### config.mk
export PLATFORM = sky130hd
export DESIGN_NAME = tsps_ram
export DESIGN_NICKNAME = d
export VERILOG_FILES = /design/src/design/tsps_ram.sv
export SDC_FILE = /design/constraint.sdc
export NUM_CORES = 1
export LEC_CHECK = 0
export ABC_AREA = 1
export BUFFER_PORTS_ARGS = -buffer_cell sky130_fd_sc_hd__buf_2
export CAP_MARGIN = 20
export CORE_ASPECT_RATIO = 0.75
export CORE_UTILIZATION = 65
export CTS_BUF_LIST = sky130_fd_sc_hd__clkbuf_4
export CTS_CLUSTER_SIZE = 24
export DETAILED_ROUTE_END_ITERATION = 16
export HOLD_SLACK_MARGIN = 0.12
export PLACE_DENSITY = 0.84
export SYNTH_ARGS = -nofsm -noshare
export SYNTH_HDL_FRONTEND = slang
export SYNTH_SLANG_ARGS = --single-unit
### constraint.sdc
create_clock -name clk_i -period 1.92 [get_ports clk_i]
set_input_delay 0.384 -clock clk_i [delete_from_list [all_inputs] [get_ports clk_i]]
set_output_delay 0.384 -clock clk_i [all_outputs]
set_load 0.02 [all_outputs]
### src/design/tsps_ram.sv
module tsps_ram #(
  parameter int unsigned Width = 16,
  parameter int unsigned Depth = 32,
  localparam int unsigned AddrW = (Depth > 1) ? $clog2(Depth) : 1
) (
  input  logic             clk_i,
  input  logic             we_i,
  input  logic [AddrW-1:0] waddr_i,
  input  logic [Width-1:0] wdata_i,
  input  logic [AddrW-1:0] raddr_i,
  output logic [Width-1:0] rdata_o
);

  logic [Width-1:0] mem_q [Depth];
  logic [Width-1:0] rdata_q;

  always_ff @(posedge clk_i) begin
    if (we_i) begin
      mem_q[waddr_i] <= wdata_i;
    end
    rdata_q <= mem_q[raddr_i];
  end

  assign rdata_o = rdata_q;

endmodule

Yosys cells after proc, flatten, opt, wreduce, memory -nomap -nowiden

Memories as Yosys holds them, arrays and structs flattened. A register that Yosys moved wholly into a read port is not among the register bits.
Cells that the tools add are included.
Widths: inputs -> output; s select.

Input bits: 28
Memory bits (writable): 512
Memories: 1
Output and inout bits: 16
Bits in registers: 0

Multiplexer cells: 2

Memories:

| name  | words | bits a word | read ports | clocked after Yosys merged registers in | wr ports | RTL line | text |
|---|---|---|---|---|---|---|---|
| mem_q | 32    | 16          | 1          | 1                                       | 1        | 14       | `logic [Width-1:0] mem_q [Depth];` |

Operators with widths:

| kind   | number |
|---|---|
| $mux 1 | 2 |

Logic depth before layout (Yosys ltp)

Word-level depth: 2
Depth in mapped cells: 12

Least setup slack after synthesis

Ideal clock, no wire load.

Path kind: input to register
From: input port waddr_i[0]
To: memory mem_q[0][0], enable pin
Buffers on the path: 0
Cell stages on the path: 3
Arrival time: 1.378 ns
Data required time: 1.532 ns
Library setup time: 0.388 ns
Setup slack: 0.153 ns
Cell sequence: inv_1 nand3_1 nor2_1

RTL lines:

| what            | RTL line | text |
|---|---|---|
| start, declared | 8        | `input logic [AddrW-1:0] waddr_i,` |
| end, declared   | 14       |  |

Straight into the memory's write port.

==> flow_metrics.env <==
export IMPL_setup_viol_count_final=0
export IMPL_worstHoldPathType="primary input to flop"
export IMPL_fp_dieW_um=211.0
export IMPL_final_area_um2=24090
export IMPL_mappedNetlistArea_um2=21300
export IMPL_final_max_slew_violation_count=0
export IMPL_setup_tns_ps=0
export IMPL_area_overhead_vs_synth_pct=13.10
export IMPL_yosysSeqAreaShare=0.7368
export IMPL_yosysTopAreaCell="sky130_fd_sc_hd__edfxtp_1"
export IMPL_post_synth_inst_count=1794
export IMPL_share_of_post_route_cells_with_drive_strength_above_1=0.1624
export IMPL_clock_tree_buffer_depth=3
export IMPL_synth_fp_nets=1822
export IMPL_max_freq_ghz=0.5428
export IMPL_drt_pre_antenna_iters=6
export IMPL_antenna_violations_before_repair=3
export IMPL_ant_nets=0
export IMPL_fin_crit_sh=0.9595
export IMPL_numClockSinks=528
export IMPL_dr_total_vias=14910
export IMPL_grt_first_pass_wirelength_um=82620
export IMPL_timing_critical_path_fanout_max=1
export IMPL_clk_root_buffer_cell="sky130_fd_sc_hd__clkbuf_4"
export IMPL_core_area_um2=32310
export IMPL_post_drt_wl_per_cell_um=21.95
export IMPL_vias_per_cell=5.992
export IMPL_rsz0062_at_grt="false"
export IMPL_biggest_area_contributors_in_the_synthesized_netlist="sky130_fd_sc_hd__edfxtp_1 (72%), sky130_fd_sc_hd__nand2_1 (13%), sky130_fd_sc_hd__nand3_1 (9.3%), sky130_fd_sc_hd__dfxtp_1 (1.5%), sky130_fd_sc_hd__buf_6 (1.3%)"
export IMPL_design_die_area_um2=33510
export IMPL_cellPowerDensity_nw_per_um2=965.1
export IMPL_avgSynthCellArea_um2=11.87
export IMPL_floorplan_rows=57
export IMPL_fin_nets=1975
export IMPL_half_perimeter_wire_length_after_placement_um=31890
export IMPL_synth_main_ff_cell="sky130_fd_sc_hd__edfxtp_1"
export IMPL_detailed_place_area_um2=22400
export IMPL_final_hold_viol_count=0
export IMPL_status="completed"
export IMPL_drt_drc_violations_left=0
export IMPL_hold_worst_slack_ps=192.1
export IMPL_worst_slew_pin_transition_ps=805.8
export IMPL_clkLatencyLatePin_ps=820
export IMPL_cts_buffers=116
export IMPL_synth_enable_flop_cells=512
export IMPL_drt_first_iter_violations=2140
export IMPL_clock_skew_ps=33.74
export IMPL_layout_setup_ws_ps=77.67
export IMPL_clock_transition_time_at_the_flip_flop_clock_pins_of_the_worst_setup_and_hold_paths_ps=80
export IMPL_netlist_top_cells_count="sky130_fd_sc_hd__nand2_1 (720), sky130_fd_sc_hd__edfxtp_1 (512), sky130_fd_sc_hd__nand3_1 (396)"
export IMPL_post_synth_num_cell_types=15
export IMPL_final_period_minus_worst_setup_slack_ps=1842
export IMPL_synth_async_sr_flop_share=0
export IMPL_crit_arrival_ps=2530
export IMPL_post_cts_setup_buffers=0
export IMPL_io_pins=44
export IMPL_placement_setup_worst_slack_ps=-84.49
export IMPL_portBuffers=43
export IMPL_largest_net_degree_at_the_start_of_global_routing=78
export IMPL_grt_remaining_overflow=0
export IMPL_final_seq_area_um2=15700
export IMPL_synth_top_area_frac=0.7218
export IMPL_cts_htree_levels=3
export IMPL_layout_filler_cells=2022
export IMPL_cap_violations=0
export IMPL_synth_ff_latch_count=528
export IMPL_first_global_vias=14780
export IMPL_starting_utilization_of_the_core_area=0.6593
export IMPL_endpoint_kind="flop"
export IMPL_criticalPathCategory="flop to flop"
export IMPL_cell_with_the_most_instances_after_synthesis="sky130_fd_sc_hd__nand2_1"
export IMPL_place_congestion=0.9041
export IMPL_post_layout_total_power_mw=23.25
export IMPL_relative_slew_margins=0.4628
export IMPL_critical_path_required_ps=2600
export IMPL_leakagePower_nw=9.185
export IMPL_drt_wl_total_um=54600
export IMPL_yosys_warnings=0
export IMPL_multi_input_area_um2=4805
export IMPL_irDropWorstVdd_mv=0.9608
export IMPL_globalRouteTotalUtil=0.3347
export IMPL_chipHeight_um=158.8
export IMPL_tritoncts="yes"
export IMPL_crit_path_start_kind="flop"
-- layout make-up --
type                            count  share of cell area
Inverter                           10            0.001870
Multi-Input combinational cell   1148              0.1994
Tap cell                          442             0.02295
Clock inverter                     22            0.003428
Clock buffer                      193             0.06014
Timing Repair Buffer              143             0.06019
Sequential cell                   528              0.6518
Antenna cell                        2           0.0002077
-- metrics by stage --
stage,std cells,utilization
floorplan,1794,-
global placement,2256,0.6933
detailed placement,2256,0.6933
CTS,2486,0.7455
global route,2487,0.7457
finish,2488,0.7458
-- flip-flops by register name, summed over array words and instances (netlist names) --
signal	cells
rdata_o	16
mem_q	512
-- where the power goes --
part | switching, mW | internal (mW) | leakage [nW]
Combinational | 1.20 | 0.476 | 3.51
Clock | 4.16 | 4.50 | 0.925
Sequential | 0.101 | 12.8 | 4.75
Total | 5.47 | 17.8 | 9.18
-- path summary, 6_finish.rpt --
kind / end / cells after the start / slack [ps] / startpoint
min: mem_q[7][9] / 1 / 190 / wdata_i[9]
max: rdata_o[11] / 9 / 80 / mem_q[20][11]
max reg2reg: rdata_o[11] / 9 / 80 / mem_q[20][11]
min reg2reg: rdata_o[2] / 8 / 770 / mem_q[14][2]
-- cell usage in the layout (no fill, tap or decap) --
master,synthesis,final
sky130_fd_sc_hd__buf_12,1,35
sky130_fd_sc_hd__buf_2,33,41
sky130_fd_sc_hd__buf_4,28,51
sky130_fd_sc_hd__buf_6,24,1
sky130_fd_sc_hd__clkbuf_4,0,193
sky130_fd_sc_hd__clkinv_1,0,21
sky130_fd_sc_hd__dfxtp_1,16,9
sky130_fd_sc_hd__dfxtp_2,0,7
sky130_fd_sc_hd__diode_2,0,2
sky130_fd_sc_hd__dlygate4sd3_1,0,15
sky130_fd_sc_hd__edfxtp_1,512,512
sky130_fd_sc_hd__inv_1,8,7
sky130_fd_sc_hd__inv_2,1,2
sky130_fd_sc_hd__inv_4,0,1
sky130_fd_sc_hd__inv_6,1,1
sky130_fd_sc_hd__nand2_1,720,720
sky130_fd_sc_hd__nand3_1,396,396
sky130_fd_sc_hd__nor2_1,32,32
-- worst max-delay path: stages, from the launching register on --
cell,delay (ps)
sky130_fd_sc_hd__edfxtp_1,390
sky130_fd_sc_hd__nand2_1,90
sky130_fd_sc_hd__nand3_1,80
sky130_fd_sc_hd__nand3_1,120
sky130_fd_sc_hd__nand2_1,60
sky130_fd_sc_hd__nand2_1,70
sky130_fd_sc_hd__nand2_1,170
sky130_fd_sc_hd__nand2_1,130
sky130_fd_sc_hd__nand2_1,60
sky130_fd_sc_hd__dlygate4sd3_1,540
-- cells by family after synthesis --
logic type | share of synthesized area
buffers and inverters | 0.03765
AND/OR/NAND/NOR | 0.2256
flip-flops | 0.7368
-- routing by layer --
metal / global-route usage / vias up / share of wire
met3: 0.1027 / 151 / 0.15
met1: 0.4554 / 7062 / 0.36
met5: 0 / - / 0
met4: 0.1390 / 0 / 0.033
li1: - / 6637 / -
met2: 0.5066 / 1059 / 0.46
-- repair_timing --
item,in CTS,in global routing
gates resized for setup,5,2
setup endpoints to repair,5,2
hold endpoints to repair,192,0
hold buffers,15,0
gates cloned,0,0
(Power assumes the default switching activity.)
