[src/design/tsps_pkg.sv]
package tsps_pkg;

  // Field widths of the stream payloads.
  localparam int unsigned ScoreW = 16;
  localparam int unsigned IdxW   = 16;
  localparam int unsigned ProdW  = 32;

  // Configuration register widths and reset values.
  localparam int unsigned WinRegW  = 6;
  localparam int unsigned KeepRegW = 4;
  localparam logic [WinRegW-1:0]  WinReset  = 6'd8;
  localparam logic [KeepRegW-1:0] KeepReset = 4'd8;

  // APB geometry: two 32-bit registers at byte addresses 0 and 4.
  localparam int unsigned PAddrW = 3;
  localparam int unsigned PDataW = 32;

  // Defaults for the top-level parameters.
  localparam int unsigned MaxWindowDef = 32;
  localparam int unsigned MaxKeepDef   = 8;

  typedef enum logic [0:0] {
    REG_WINDOW = 1'b0,
    REG_KEEP   = 1'b1
  } reg_idx_e;

  typedef enum logic [2:0] {
    ST_IDLE,
    ST_READ,
    ST_MUL,
    ST_OFFER,
    ST_RANK,
    ST_EMIT
  } state_e;

  // Commands from the sequencer to the span table.
  typedef struct packed {
    logic weak_load;
    logic offer;
    logic rank_en;
    logic clear;
  } tbl_cmd_t;

endpackage

[src/design/tsps_cfg.sv]
module tsps_cfg import tsps_pkg::*; #(
  parameter int unsigned MaxWindow = MaxWindowDef,
  parameter int unsigned MaxKeep   = MaxKeepDef,
  localparam int unsigned WinEffW  = $clog2(MaxWindow + 1),
  localparam int unsigned CntW     = $clog2(MaxKeep + 1)
) (
  input  logic               clk_i,
  input  logic               rst_ni,
  input  logic               psel_i,
  input  logic               penable_i,
  input  logic               pwrite_i,
  input  logic [PAddrW-1:0]  paddr_i,
  input  logic [PDataW-1:0]  pwdata_i,
  output logic [PDataW-1:0]  prdata_o,
  output logic [WinEffW-1:0] win_eff_o,
  output logic [CntW-1:0]    keep_eff_o
);

  logic [WinRegW-1:0]  window_q;
  logic [KeepRegW-1:0] keep_q;
  reg_idx_e            idx;
  logic                wr_en;

  // Low address bits are not decoded.
  assign idx   = reg_idx_e'(paddr_i[2]);
  assign wr_en = psel_i && penable_i && pwrite_i;

  always_ff @(posedge clk_i or negedge rst_ni) begin
    if (!rst_ni) begin
      window_q <= WinReset;
      keep_q   <= KeepReset;
    end else if (wr_en) begin
      unique case (idx)
        REG_WINDOW: window_q <= pwdata_i[WinRegW-1:0];
        REG_KEEP:   keep_q   <= pwdata_i[KeepRegW-1:0];
        default:    window_q <= window_q;
      endcase
    end
  end

  always_comb begin
    unique case (idx)
      REG_WINDOW: prdata_o = PDataW'(window_q);
      REG_KEEP:   prdata_o = PDataW'(keep_q);
      default:    prdata_o = '0;
    endcase
  end

  // Out-of-range settings are clamped into the supported range.
  always_comb begin
    if (window_q == '0) begin
      win_eff_o = WinEffW'(1);
    end else if (int'(window_q) > int'(MaxWindow)) begin
      win_eff_o = WinEffW'(MaxWindow);
    end else begin
      win_eff_o = WinEffW'(window_q);
    end
  end

  always_comb begin
    if (keep_q == '0) begin
      keep_eff_o = CntW'(1);
    end else if (int'(keep_q) > int'(MaxKeep)) begin
      keep_eff_o = CntW'(MaxKeep);
    end else begin
      keep_eff_o = CntW'(keep_q);
    end
  end

endmodule

[config.mk]
export PLATFORM = sky130hd
export DESIGN_NAME = tsps_cfg
export DESIGN_NICKNAME = d
export VERILOG_FILES = /design/src/design/tsps_pkg.sv /design/src/design/tsps_cfg.sv
export SDC_FILE = /design/constraint.sdc
export NUM_CORES = 1
export LEC_CHECK = 0
export BUFFER_PORTS_ARGS = -buffer_cell sky130_fd_sc_hd__buf_4
export CORE_MARGIN = 4
export CORE_UTILIZATION = 30
export CTS_CLUSTER_DIAMETER = 200
export DETAILED_ROUTE_END_ITERATION = 10
export GPL_ROUTABILITY_DRIVEN = 0
export PLACE_DENSITY = 0.75
export RECOVER_POWER = 25
export SYNTH_ARGS = -nofsm -noshare
export SYNTH_HDL_FRONTEND = slang
export SYNTH_SLANG_ARGS = --single-unit
[constraint.sdc]
create_clock -name clk_i -period 0.9 [get_ports clk_i]
set_input_delay 0.045 -clock clk_i [delete_from_list [all_inputs] [get_ports clk_i]]
set_output_delay 0.045 -clock clk_i [all_outputs]
set_load 0.1 [all_outputs]
======== After elaboration in Yosys (flattened, before gate mapping) ========
Cells that the tools add are included.
storage, ports and cells
  input port bits ......................... 40
  bits in registers ....................... 10
  output and inout bits ................... 42
cells by class
  order comparisons ....................... 2
  reductions and logical operators ........ 6
  muxes and demuxes ....................... 5
  bitwise logic cells ..................... 1
operators by type and width
  cell                                       number
  32-bit case mux with 2 select lines        1
  6-bit 2-to-1 mux                           2
  4-bit 2-to-1 mux                           2
  6-bit > comparator, second input constant  1
  6-bit zero test                            1
  4-bit > comparator, second input constant  1
  4-bit zero test                            1
  2-bit AND reduction                        2
  1-bit logical AND                          2
  1-bit inverter                             1

======== Depth between registers and ports, before layout ========
  depth in word-level cells ............... 3
  gate-level depth with buffers ........... 3

======== Worst setup path before layout ========
No wires, ideal clock.
  kind .................................... register to output
  start point ............................. register window_q[0]
  end point ............................... output prdata_o[0]
  cell stages (with the launch flop) ...... 3
  buffers on the path ..................... 0
  slack ................................... -1.627 ns
  data required time ...................... 0.855 ns
  arrival time ............................ 2.482 ns
  cells stage by stage .................... dfrtp_1 inv_1 o21ai_0
between the ends
  longest elaborated chain between the ends .. 1
ends and longest elaborated chain
  what                                 RTL line        RTL
  start: declaration                   tsps_cfg.sv:19  logic [WinRegW-1:0] window_q;
  start signal: assignment             tsps_cfg.sv:30  window_q <= WinReset;
  start signal: assignment             tsps_cfg.sv:34  REG_WINDOW: window_q <= pwdata_i[WinRegW-1:0];
  start signal: assignment             tsps_cfg.sv:36  default: window_q <= window_q;
  32-bit case mux with 2 select lines  tsps_cfg.sv:42  unique case (idx)
  end: declaration                     tsps_cfg.sv:14  output logic [PDataW-1:0] prdata_o,
Every way passes these cells. The select of a mux whose other input is x is not followed.

======== Worst setup path after layout ========
  start point ............................. register window_q[1]
  end point ............................... output win_eff_o[0]
between the ends
  longest elaborated chain between the ends .. 3
  elaborated cells on any way between the ends .. 4
  those cells by class .................... 1 x order compare; 2 x mux; 1 x reduce/logical
ends and longest elaborated chain
  what                  RTL line        RTL
  6-bit > comparator    tsps_cfg.sv:53  end else if (int'(window_q) > int'(MaxWindow)) begin
  6-bit 2-to-1 mux      tsps_cfg.sv:53
  6-bit 2-to-1 mux (*)  tsps_cfg.sv:51  if (window_q == '0) begin
  end: declaration      tsps_cfg.sv:15  output logic [WinEffW-1:0] win_eff_o,
Every way passes the cells marked *; elsewhere a longest branch is shown, timed or not.

==> impl_metrics.tcl <==
set metrics [dict create \
    ys_types 18 \
    layout_setup_ws_ns -0.668 \
    h-tree-depth 1 \
    critPathSlowestCell "or4_4" \
    violations "negative setup slack" \
    cp.required_ns 0.85 \
    die_w_microns 57.9 \
    fin_area_sq_um 1350 \
    numCtsBuffers 3 \
    worst_slew_pin_slew_ns 0.525 \
    antenna_found_initial 0 \
    syn_inst 70 \
    synth_top_area_share_pct 26.8 \
    skew_ns 0 \
    num_antenna_cells 0 \
    start_kind "register" \
    post-dp-hpwl_microns 1330 \
    ys.flop_type "dfrtp_1" \
    globalRouteTotalUtil_pct 9.93 \
    root_buffer "clkbuf_4" \
    ys_warn_count 0 \
    relSlewSlack_pct 65.0 \
    yosysTopAreaCell "dfrtp_1" \
    clk_pin_slew_ns 0.07 \
    max_stage_delay_ns 0.52 \
    die_area_sq_um 3350 \
    outcome "complete, but fails checks" \
    clock-sinks 10 \
    hp-class "in -> reg" \
    arrival_ns 1.52 \
    fmax_mhz 638 \
    criticalPathCategory "reg -> out" \
    drv_cap 0 \
    viasPerCell 3.86 \
    synth_area_per_cell_sq_um 10.7 \
    drc 0 \
    finalCriticalPeriod_ns 1.57 \
    synth_area_sq_um 747 \
    drt_iter0_drc 9 \
    p_leak_nw 0.670 \
    grt_overflow 0 \
    drive_above_1_share_pct 64.5 \
    hold_viol_final 0 \
    cts_tree "yes" \
    wl_microns 1650 \
    rows 17 \
    cp.buffers_inverters 1 \
    cp_top_family "simple AND/OR/NAND/NOR gates" \
    io_buffers 27 \
    grt_pass1_vias 550 \
    synth-edff-count 0 \
    io_pins 82 \
    wl_per_cell_microns 12.0 \
    synth_seq_cells 10 \
    finalCritPeriodShare_pct 174 \
    core_area_sq_um 2300 \
    synthArstFlopShare_pct 100 \
    synth-seq-area-share_pct 33.8 \
    die_y_microns 57.9 \
    clock_latency_ns 0.26 \
    power.density_nw_per_um2 3200 \
    start_util_pct 32.5 \
    hold_ws_ns 0.0100 \
    peakVddDrop_uv 1910 \
    yosys-top-cells-area "dfrtp_1 27%, buf_4 26%, mux2_2 15%, dfstp_2 7.0%, nor2b_1 6.7%" \
    finalSetupViolations 17 \
    path_cells "or4_4 > a21oi_4 > buf_12" \
    placed_area_sq_um 1000 \
    crit_fanout 2 \
    cp-end-kind "primary output" \
    num_vias 533 \
    cts_buffer_depth 2 \
    grt_max_degree 11 \
    postRouteAntennaNets 0 \
    grt_pass1_wl_microns 2490 \
    drt-pass1-iter-count 4 \
    final_nets 151 \
    rsz0062_at_grt "yes" \
    areaGrowthSynthToFinish_pct 80.1 \
    drv_slew 0 \
]
[timing repair]
| item | CTS | global route |
|---|---|---|
| gates resized for setup | 54 | 4 |
| buffers inserted | 4 | 2 |
| setup endpoints to repair | 17 | 19 |
| hold buffers | 1 | 1 |
| hold endpoints to repair | 10 | 1 |
| pin swaps | 1 | 0 |
[logic make-up (layout without fill, tap and decap cells)]
family / count (synthesis) / count (layout) / synth area share (%)
and+or+nand+nor: 13 / 13 / 12.7
muxes: 13 / 13 / 21.1
AOI/OAI and AO/OA: 3 / 3 / 2.68
buffers and inverters: 30 / 45 / 29.1
DFF: 10 / 10 / 33.8
other: 1 / 26 / 0.502
[cells in the final DEF, fill, tap and decap left out]
cell           count
a21oi_4            1
dfrtp_2            1
mux2_4             7
clkbuf_4           3
nand2_1            1
o21ba_4            1
dfstp_2            2
buf_12            18
nand4b_4           1
o21ai_2            1
mux2_2             6
clkbuf_8           1
clkbuf_1           1
conb_1            26
nor2_4             1
buf_4             16
dfrtp_1            7
buf_6              3
nor2b_4            8
nand4_1            1
dlygate4sd3_1      2
inv_1              1
or4_4              1
[layout make-up]
class                      count  area, sq um
sequential                    10          254
clock buffer                   4         36.3
timing repair buffer          40          538
inverter                       1         3.75
fill                         180          952
multi-input combinational     55          478
tap                           28         35.0
[flip-flops by register name, indices dropped and copies added, names as in the netlist]
name      cells
keep_q        4
window_q      6
[final timing paths]
path / cells past startpoint / slack, ns / to / startpoint
setup reg to reg: 2 / -0.10 / window_q[5]$_DFFE_PN0P_ / window_q[5]$_DFFE_PN0P_
min in group asynchronous: 2 / 0.27 / window_q[0]$_DFFE_PN0P_ / rst_ni
setup / recovery: 3 / -0.67 / win_eff_o[0] / window_q[1]$_DFFE_PN0P_
max in group asynchronous: 2 / 0.26 / window_q[5]$_DFFE_PN0P_ / rst_ni
hold reg to reg: 1 / 0.56 / keep_q[0]$_DFFE_PN0P_ / keep_q[0]$_DFFE_PN0P_
hold / removal: 2 / 0.01 / window_q[4]$_DFFE_PN0P_ / pwdata_i[4]
[through the flow]
stage	util, %	std cells	setup slack, ns	power (W)	setup TNS [ns]
final	58.6	138	-0.668	0.00430	-5.32
after global routing	58.6	138	-0.710	0.00443	-6.08
after CTS	57.4	136	-0.672	0.00428	-5.43
after detailed placement	43.7	127	-0.448	0.00322	-1.79
after global placement	43.7	127	-0.449	0.00320	-1.65
after floorplan	-	95	-0.618	0.00291	-2.97
[cell usage after synthesis, types with 2 or more instances]
cell type and count:
clkbuf_1 2, nor2b_1 8, buf_4 26, mux2_4 3, mux2_2 10, dfstp_2 2
dfrtp_1 8
[metal layers]
layer	vias to the layer above	wire (microns)	track usage (%)
li1	259	-	-
met3	2	190	3.79
met1	236	622	10.9
met4	0	12	3.97
met2	36	825	17.1
met5	-	0	0
[power by group]
| part | switching [W] | internal (W) |
|---|---|---|
| Clock | 0.000156 | 0.000246 |
| Combinational | 0.00206 | 0.00116 |
| Sequential | 0.000106 | 0.000566 |
| Total | 0.00232 | 0.00197 |
(Power assumes the default switching activity.)
