### config.mk
export PLATFORM = sky130hd
export DESIGN_NAME = tsps_table
export DESIGN_NICKNAME = d
export VERILOG_FILES = /design/src/design/tsps_pkg.sv /design/src/design/tsps_table.sv
export SDC_FILE = /design/constraint.sdc
export NUM_CORES = 2
export LEC_CHECK = 0
export BUFFER_PORTS_ARGS = -buffer_cell sky130_fd_sc_hd__buf_2
export CAP_MARGIN = 40
export CORE_ASPECT_RATIO = 1.25
export CORE_MARGIN = 4
export CORE_UTILIZATION = 52
export DETAILED_ROUTE_END_ITERATION = 10
export HOLD_SLACK_MARGIN = 0.05
export PLACE_DENSITY = 0.68
export SETUP_SLACK_MARGIN = 0.05
export SLEW_MARGIN = 20
export SYNTH_ARGS = -nofsm -noshare
export SYNTH_HDL_FRONTEND = slang
export SYNTH_SLANG_ARGS = --single-unit
### constraint.sdc
create_clock -name clk_i -period 5.6 [get_ports clk_i]
set_input_delay 0 -clock clk_i [delete_from_list [all_inputs] [get_ports clk_i]]
set_output_delay 0 -clock clk_i [all_outputs]
set_load 0.02 [all_outputs]
### src/design/tsps_pkg.sv
package tsps_pkg;

  // Field widths of the stream payloads.
  localparam int unsigned ScoreW = 16;
  localparam int unsigned IdxW   = 16;
  localparam int unsigned ProdW  = 32;

  // Configuration register widths and reset values.
  localparam int unsigned WinRegW  = 6;
  localparam int unsigned KeepRegW = 4;
  localparam logic [WinRegW-1:0]  WinReset  = 6'd8;
  localparam logic [KeepRegW-1:0] KeepReset = 4'd8;

  // APB geometry: two 32-bit registers at byte addresses 0 and 4.
  localparam int unsigned PAddrW = 3;
  localparam int unsigned PDataW = 32;

  // Defaults for the top-level parameters.
  localparam int unsigned MaxWindowDef = 32;
  localparam int unsigned MaxKeepDef   = 8;

  typedef enum logic [0:0] {
    REG_WINDOW = 1'b0,
    REG_KEEP   = 1'b1
  } reg_idx_e;

  typedef enum logic [2:0] {
    ST_IDLE,
    ST_READ,
    ST_MUL,
    ST_OFFER,
    ST_RANK,
    ST_EMIT
  } state_e;

  // Commands from the sequencer to the span table.
  typedef struct packed {
    logic weak_load;
    logic offer;
    logic rank_en;
    logic clear;
  } tbl_cmd_t;

endpackage

### src/design/tsps_table.sv
module tsps_table import tsps_pkg::*; #(
  parameter int unsigned MaxKeep = MaxKeepDef,
  localparam int unsigned KeyW   = (MaxKeep > 1) ? $clog2(MaxKeep) : 1,
  localparam int unsigned CntW   = $clog2(MaxKeep + 1)
) (
  input  logic             clk_i,
  input  logic             rst_ni,
  input  tbl_cmd_t         cmd_i,
  input  logic [CntW-1:0]  keep_eff_i,
  input  logic [ProdW-1:0] cand_score_i,
  input  logic [IdxW-1:0]  cand_start_i,
  input  logic [IdxW-1:0]  cand_end_i,
  input  logic [KeyW-1:0]  rank_sel_i,
  input  logic [CntW-1:0]  emit_idx_i,
  output logic             sel_valid_o,
  output logic [IdxW-1:0]  sel_start_o,
  output logic [IdxW-1:0]  sel_end_o,
  output logic [ProdW-1:0] sel_score_o
);

  logic [ProdW-1:0] score_q [MaxKeep];
  logic [IdxW-1:0]  start_q [MaxKeep];
  logic [IdxW-1:0]  end_q   [MaxKeep];
  logic [CntW-1:0]  rank_q  [MaxKeep];
  logic [CntW-1:0]  count_q;
  logic [MaxKeep-1:0] weak_oh_d, weak_oh_q;
  logic [MaxKeep-1:0] wr_en;
  logic [MaxKeep-1:0] rank_inc;
  logic [MaxKeep-1:0] hit;
  logic [ProdW-1:0] weak_score;
  logic             do_fill;
  logic             do_replace;
  logic [ProdW-1:0] ref_score;
  logic [IdxW-1:0]  ref_start;
  logic [IdxW-1:0]  ref_end;
  logic             ref_valid;

  // The weakest slot is the lowest score, the lowest slot among equals.
  always_comb begin
    for (int i = 0; i < int'(MaxKeep); i++) begin
      weak_oh_d[i] = (i < int'(count_q));
      for (int j = 0; j < int'(MaxKeep); j++) begin
        if (j != i && j < int'(count_q)) begin
          if (j < i) begin
            weak_oh_d[i] = weak_oh_d[i] && (score_q[i] < score_q[j]);
          end else begin
            weak_oh_d[i] = weak_oh_d[i] && (score_q[i] <= score_q[j]);
          end
        end
      end
    end
  end

  always_comb begin
    weak_score = '0;
    for (int i = 0; i < int'(MaxKeep); i++) begin
      weak_score = weak_score | (weak_oh_q[i] ? score_q[i] : '0);
    end
  end

  assign do_fill    = cmd_i.offer && (count_q < keep_eff_i);
  assign do_replace = cmd_i.offer && !(count_q < keep_eff_i) && (count_q != '0)
                      && (cand_score_i > weak_score);

  always_comb begin
    for (int i = 0; i < int'(MaxKeep); i++) begin
      wr_en[i] = (do_fill && (count_q[KeyW-1:0] == KeyW'(i)))
                 || (do_replace && weak_oh_q[i]);
    end
  end

  always_ff @(posedge clk_i) begin
    for (int i = 0; i < int'(MaxKeep); i++) begin
      if (wr_en[i]) begin
        score_q[i] <= cand_score_i;
        start_q[i] <= cand_start_i;
        end_q[i]   <= cand_end_i;
      end
    end
    if (cmd_i.weak_load) begin
      weak_oh_q <= weak_oh_d;
    end
  end

  // Ranking sweep: one reference entry per cycle is compared with every slot.
  assign ref_score = score_q[rank_sel_i];
  assign ref_start = start_q[rank_sel_i];
  assign ref_end   = end_q[rank_sel_i];
  assign ref_valid = (CntW'(rank_sel_i) < count_q);

  always_comb begin
    for (int i = 0; i < int'(MaxKeep); i++) begin
      if (ref_score != score_q[i]) begin
        rank_inc[i] = ref_valid && (ref_score > score_q[i]);
      end else if (ref_end != end_q[i]) begin
        rank_inc[i] = ref_valid && (ref_end < end_q[i]);
      end else begin
        rank_inc[i] = ref_valid && (ref_start < start_q[i]);
      end
    end
  end

  always_ff @(posedge clk_i or negedge rst_ni) begin
    if (!rst_ni) begin
      count_q <= '0;
      for (int i = 0; i < int'(MaxKeep); i++) begin
        rank_q[i] <= '0;
      end
    end else if (cmd_i.clear) begin
      count_q <= '0;
      for (int i = 0; i < int'(MaxKeep); i++) begin
        rank_q[i] <= '0;
      end
    end else begin
      if (do_fill) begin
        count_q <= count_q + CntW'(1);
      end
      if (cmd_i.rank_en) begin
        for (int i = 0; i < int'(MaxKeep); i++) begin
          if (rank_inc[i]) begin
            rank_q[i] <= rank_q[i] + CntW'(1);
          end
        end
      end
    end
  end

  // Result selection: the slot whose rank matches the result index.
  always_comb begin
    sel_start_o = '0;
    sel_end_o   = '0;
    sel_score_o = '0;
    for (int i = 0; i < int'(MaxKeep); i++) begin
      hit[i] = (i < int'(count_q)) && (rank_q[i] == emit_idx_i);
      sel_start_o = sel_start_o | (hit[i] ? start_q[i] : '0);
      sel_end_o   = sel_end_o   | (hit[i] ? end_q[i]   : '0);
      sel_score_o = sel_score_o | (hit[i] ? score_q[i] : '0);
    end
  end

  assign sel_valid_o = |hit;

endmodule

# Yosys cells after proc, flatten, opt, wreduce, memory -nomap -nowiden

Memories as Yosys holds them, arrays and structs flattened.
Cells that the tools add are included.

Flip-flop bits (word level): 44
RAM bits: 512
Memories: 3

Memories:

| name    | depth | width | read ports | clocked after memory_dff | wr ports | RTL line         | RTL |
|---|---|---|---|---|---|---|---|
| score_q | 8     | 32    | 9          | 0                        | 8        | tsps_table.sv:21 | `logic [ProdW-1:0] score_q [MaxKeep];` |
| end_q   | 8     | 16    | 9          | 0                        | 8        | tsps_table.sv:23 | `logic [IdxW-1:0] end_q [MaxKeep];` |
| start_q | 8     | 16    | 9          | 0                        | 8        | tsps_table.sv:22 | `logic [IdxW-1:0] start_q [MaxKeep];` |

Bitwise operators: 28
$lt $le $gt $ge: 91
Add/sub/neg operators: 9
Eq/ne operators: 31
Multiplexer cells: 132
Reduce and logical (&&, ||, !) cells: 138

Operators with widths:

| operator              | number |
|---|---|
| $le A32 B32 Y1        | 28 |
| $lt A32 B32 Y1        | 28 |
| $mux W32              | 18 |
| $or A32 B32 Y32       | 14 |
| $gt A32 B32 Y1        | 9 |
| $lt A16 B16 Y1        | 16 |
| $mux W16              | 16 |
| $ne A32 B32 Y1        | 8 |
| $or A16 B16 Y16       | 14 |
| $ne A16 B16 Y1        | 8 |
| $logic_and A1 B1 Y1   | 108 |
| $mux W1               | 88 |
| $mux W4               | 10 |
| $add A4 B1 Y4 const B | 9 |
| $eq A4 B4 Y1          | 8 |
| $reduce_bool A2 Y1    | 10 |
| $lt A3 B4 Y1 const A  | 4 |
| $reduce_and A2 Y1     | 8 |
| $eq A3 B3 Y1 const B  | 4 |
| $logic_or A1 B1 Y1    | 8 |
| $lt A1 B4 Y1 const A  | 2 |
| $lt A2 B4 Y1 const A  | 2 |
| $reduce_or A8 Y1      | 1 |
| $eq A3 B2 Y1 const B  | 2 |
| other kinds (6)       | 6 |

# Logic depth before layout (Yosys ltp)

Word-level depth: 15
Gate-level depth with buffers: 15
Depth with buffers taken out: 12

# Worst setup path before layout

Ideal clock, no wire load.

Path type: input port to flip-flop
Start: in rank_sel_i[0]
End: reg rank_q[11] in the netlist's numbering
Cell stages on the path: 14
Setup time: 125 ps
Path buffers: 3
Path slack: 934 ps
Data arrival time: 4,542 ps
Cells stage by stage: clkbuf_1 buf_1 buf_1 mux4_2 o21ai_0 ha_1 a21o_1 a21o_1 a221o_1 a2111o_1 a211oi_1 a211oi_2 nand4_1 mux2_2

Longest elaborated chain between the ends: 7

RTL lines:

| item                                   | RTL line                           | RTL |
|---|---|---|
| start, declared                        | tsps_table.sv:13                   | `input logic [KeyW-1:0] rank_sel_i,` |
| $mem_v2 Z8 W16 (on tied branches)      | --                                 |  |
| $lt A16 B16 Y1 (on tied branches)      | tsps_table.sv:98, tsps_table.sv:96 |  |
| $logic_and A1 B1 Y1 (on tied branches) | tsps_table.sv:98, tsps_table.sv:96 |  |
| $mux W1                                | tsps_table.sv:95                   | `end else if (ref_end != end_q[i]) begin` |
| $mux W1 *                              | tsps_table.sv:93                   | `if (ref_score != score_q[i]) begin` |
| $reduce_bool A2 Y1 (no source line) *  | --                                 |  |
| $reduce_and A2 Y1 (no source line) *   | --                                 |  |
| end signal, assigned by index          | tsps_table.sv:121                  | `rank_q[i] <= rank_q[i] + CntW'(1);` |
| end, declared                          | tsps_table.sv:24                   | `logic [CntW-1:0] rank_q [MaxKeep];` |

Every way passes the cells marked *; elsewhere a longest branch is shown, timed or not.
A chain may end at the register's enable or synchronous reset.

==> results.txt <==
Worst-Margin Slew = 1.027 ns
Mapped Area = 0.05878 sq mm
Final Hold Fails = 0
status = finished, final reports clean
Power Total = 12.59 mW
Hold Crit Depth = 2
# IOs = 146
Crit. End Element = flop
Post-synth EDFFs = 520
Fin Clk Skew = 0.04515 ns
sequential area share after synthesis = 0.2810
worst vdd ir = 0.2859 mV
post-route antenna net violation count = 0
vias per cell = 7.192
CTS root buf = clkbuf_16
fin crit share = 0.9324
Wirelength per Cell = 34.43 um
Syn Nets = 7322
nets = 7753
largest net degree at the start of global routing = 50
initial core utilization = 0.5252
highest-count cells in the layout ignoring fill and taps = 1451 x ha_1, 542 x inv_1, 520 x edfxtp_1
minimum clock period = 5.221 ns
Hold EP = start_q[7][12]$_DFFE_PP_
Reg2Reg Capture Point = end_q[0][8]$_DFFE_PP_
most common cell after layout, fill and taps aside = ha_1
Pre-Repair DR Iteration Count = 10
max cap viols = 0
vias in the first global route = 54340
clock slew at reported path FFs = 0.07 ns
share of layout cells above drive strength 1 = 0.1204
P_leak = 30.23 nW
clk_lat worst skew = 0.75 ns
synth warn = 0
row cnt = 137
core area = 0.1119 sq mm
Area Overhead vs Synth = 12.68%
die height = 383.9 um
die area = 0.1185 sq mm
Yosys cell types = 77
Main synth FF type = edfxtp_1
achievable frequency = 191.5 MHz
Hold Crit Start = cand_start_i[12]
Die W = 308.7 um
Critical Path AT = 5.61 ns
GRT Resource Usage Total = 0.4395
initial antenna violation count = 8
half-perimeter wire length of the detailed placement result = 201200 um
Inserted Clock Buffers = 60
category of the most critical setup path = flop to flop
RSZ-0062 raised after global routing = no
CP Launch Type = flop
placed insts = 7540
worst r2r path cells = 13
Resize count post-CTS = 0
async set-reset flop share out of synthesis = 0.06475
reg-to-reg slack, setup = 0.38 ns
Post-Route WL = 266400 um
worst-path maximum fanout = 23
IO Port Bufs = 145
Setup TNS Final = 0 ns
CTS tree = done
post-synthesis register bit count = 556
via count = 55630
multi-input logic area = 0.03990 sq mm
grt total ovfl = 0
Hold Path Class = input port to flop
# DRC = 0
fillers = 9535
H-tree depth = 2
drt first-iter violations = 7628
CTS sink count = 556
required time worst endpoint = 5.99 ns
max-slew violation count = 0
first-pass GRT wire length = 377600 um
Synth Instances = 5790
FF/Latch Area = 0.01652 sq mm
# setup viols final = 0
GP Congestion = 1.122
Avg Cell Area, Syn = 10.15 sq um
Worst slew margin = 0.3088
Finished Layout Cells = 7736
pwr/cell area = 190.0 mW/mm^2
R2R Path Start = weak_oh_q[6]$_DFFE_PP_
Longest Clk Path Bufs = 3
[cells by family after synthesis]
family / count (synthesis) / synth area share
compound gates: 1675 / 0.1922
xor+xnor: 43 / 0.006407
fa+ha+maj: 1451 / 0.3088
buf+inv: 680 / 0.04361
flops: 556 / 0.2810
mux: 186 / 0.06013
simple gates: 1199 / 0.1079
[cells in the mapped netlist, types with 12 or more instances]
master,n,area share
ha_1,1451,0.31
inv_1,542,0.035
edfxtp_1,520,0.27
a21oi_1,395,0.034
a22oi_1,338,0.043
nand4_1,274,0.029
o21ai_0,238,0.020
a21o_1,233,0.030
nand2_1,221,0.014
nor2_1,208,0.013
nand3_1,142,0.012
mux4_2,126,0.048
clkbuf_1,105,0.0067
nor3_1,81,0.0069
nor2b_1,68,0.0072
a211oi_1,67,0.0086
and4_1,65,0.0097
o211ai_1,58,0.0074
o21a_1,53,0.0068
mux2_2,47,0.0090
a221oi_1,44,0.0066
a2111oi_0,40,0.0060
nor4_1,38,0.0040
dfrtp_1,36,0.015
nand2b_1,31,0.0033
xnor2_1,31,0.0046
buf_1,29,0.0019
a22o_1,28,0.0042
and3_1,27,0.0029
o31ai_1,22,0.0028
a31oi_1,21,0.0022
a211o_1,18,0.0027
or3_1,16,0.0017
o21bai_1,15,0.0019
o2111ai_1,12,0.0018
xor2_1,12,0.0018
[registers in the layout, indices dropped and copies added (netlist names)]
signal,flops
count_q,4
end_q,128
rank_q,32
score_q,256
start_q,128
weak_oh_q,8
[cell type report]
type                    count  share of cell area
multi-input cells        4554              0.6024
clock buffers              69             0.02318
diodes                      6           0.0002267
clock inverters            43            0.007235
flip-flops and latches    556              0.2493
well taps                1459             0.02756
inverters                 542             0.03071
repair buffers            507             0.05939
[metal layers]
layer	up-vias	wire length, um	track usage
li1	23820	-	-
met1	26430	93850	0.5286
met2	4127	111700	0.6571
met3	1248	32750	0.1217
met4	4	28020	0.3577
met5	-	26	0
[timing repair]
item	in CTS	in global routing
hold endpoints to repair	592	0
hold buffers	70	0
buffers inserted	0	0
[through the flow]
stage            util  instance area (sq um)  setup slack, ns  hold slack, ns
3_3_place_gp   0.5651                  63250           0.8477          0.1536
3_5_place_dp   0.5668                  63440           0.7600         -0.1392
6_report       0.5918                  66240           0.3788         0.09415
4_1_cts        0.5910                  66150           0.7807         0.05170
2_1_floorplan       -                  58780           0.9337         -0.2956
5_1_grt        0.5916                  66220           0.6061          0.1147
[critical path: stages, from the launching register on]
cell,delay (ns)
edfxtp_1,1.02
buf_4,0.37
a22oi_1,0.12
and4_1,0.21
ha_1,0.29
nand4_1,0.09
nor2_1,0.11
nand3_1,0.13
nor3_1,0.11
a311oi_1,0.68
o221a_2,0.36
a41o_1,0.38
a22o_4,0.59
buf_4,0.38
[how the worst max path moves through the flow]
stage / startpoint / endpoint / slack (ns) / depth (start not counted)
CTS: weak_oh_q[6]$_DFFE_PP_ / end_q[0][8]$_DFFE_PP_ / 0.78 / 13
global route: weak_oh_q[6]$_DFFE_PP_ / end_q[0][9]$_DFFE_PP_ / 0.61 / 13
floorplan: rank_sel_i[0] / rank_q[11]$_DFFE_PN0P_ / 0.93 / 14
global placement: rank_sel_i[0] / rank_q[27]$_DFFE_PN0P_ / 0.85 / 13
detailed placement: rank_sel_i[0] / rank_q[27]$_DFFE_PN0P_ / 0.76 / 13
finish: weak_oh_q[6]$_DFFE_PP_ / end_q[0][8]$_DFFE_PP_ / 0.38 / 13
[power breakdown]
| part | switching, mW | leakage (nW) | total, mW | internal (mW) |
|---|---|---|---|---|
| combinational | 2.16 | 24.0 | 3.46 | 1.30 |
| clock | 1.96 | 0.967 | 4.24 | 2.27 |
| sequential | 0.173 | 5.23 | 4.89 | 4.72 |
Note: power is estimated with default switching activity, not from simulation.
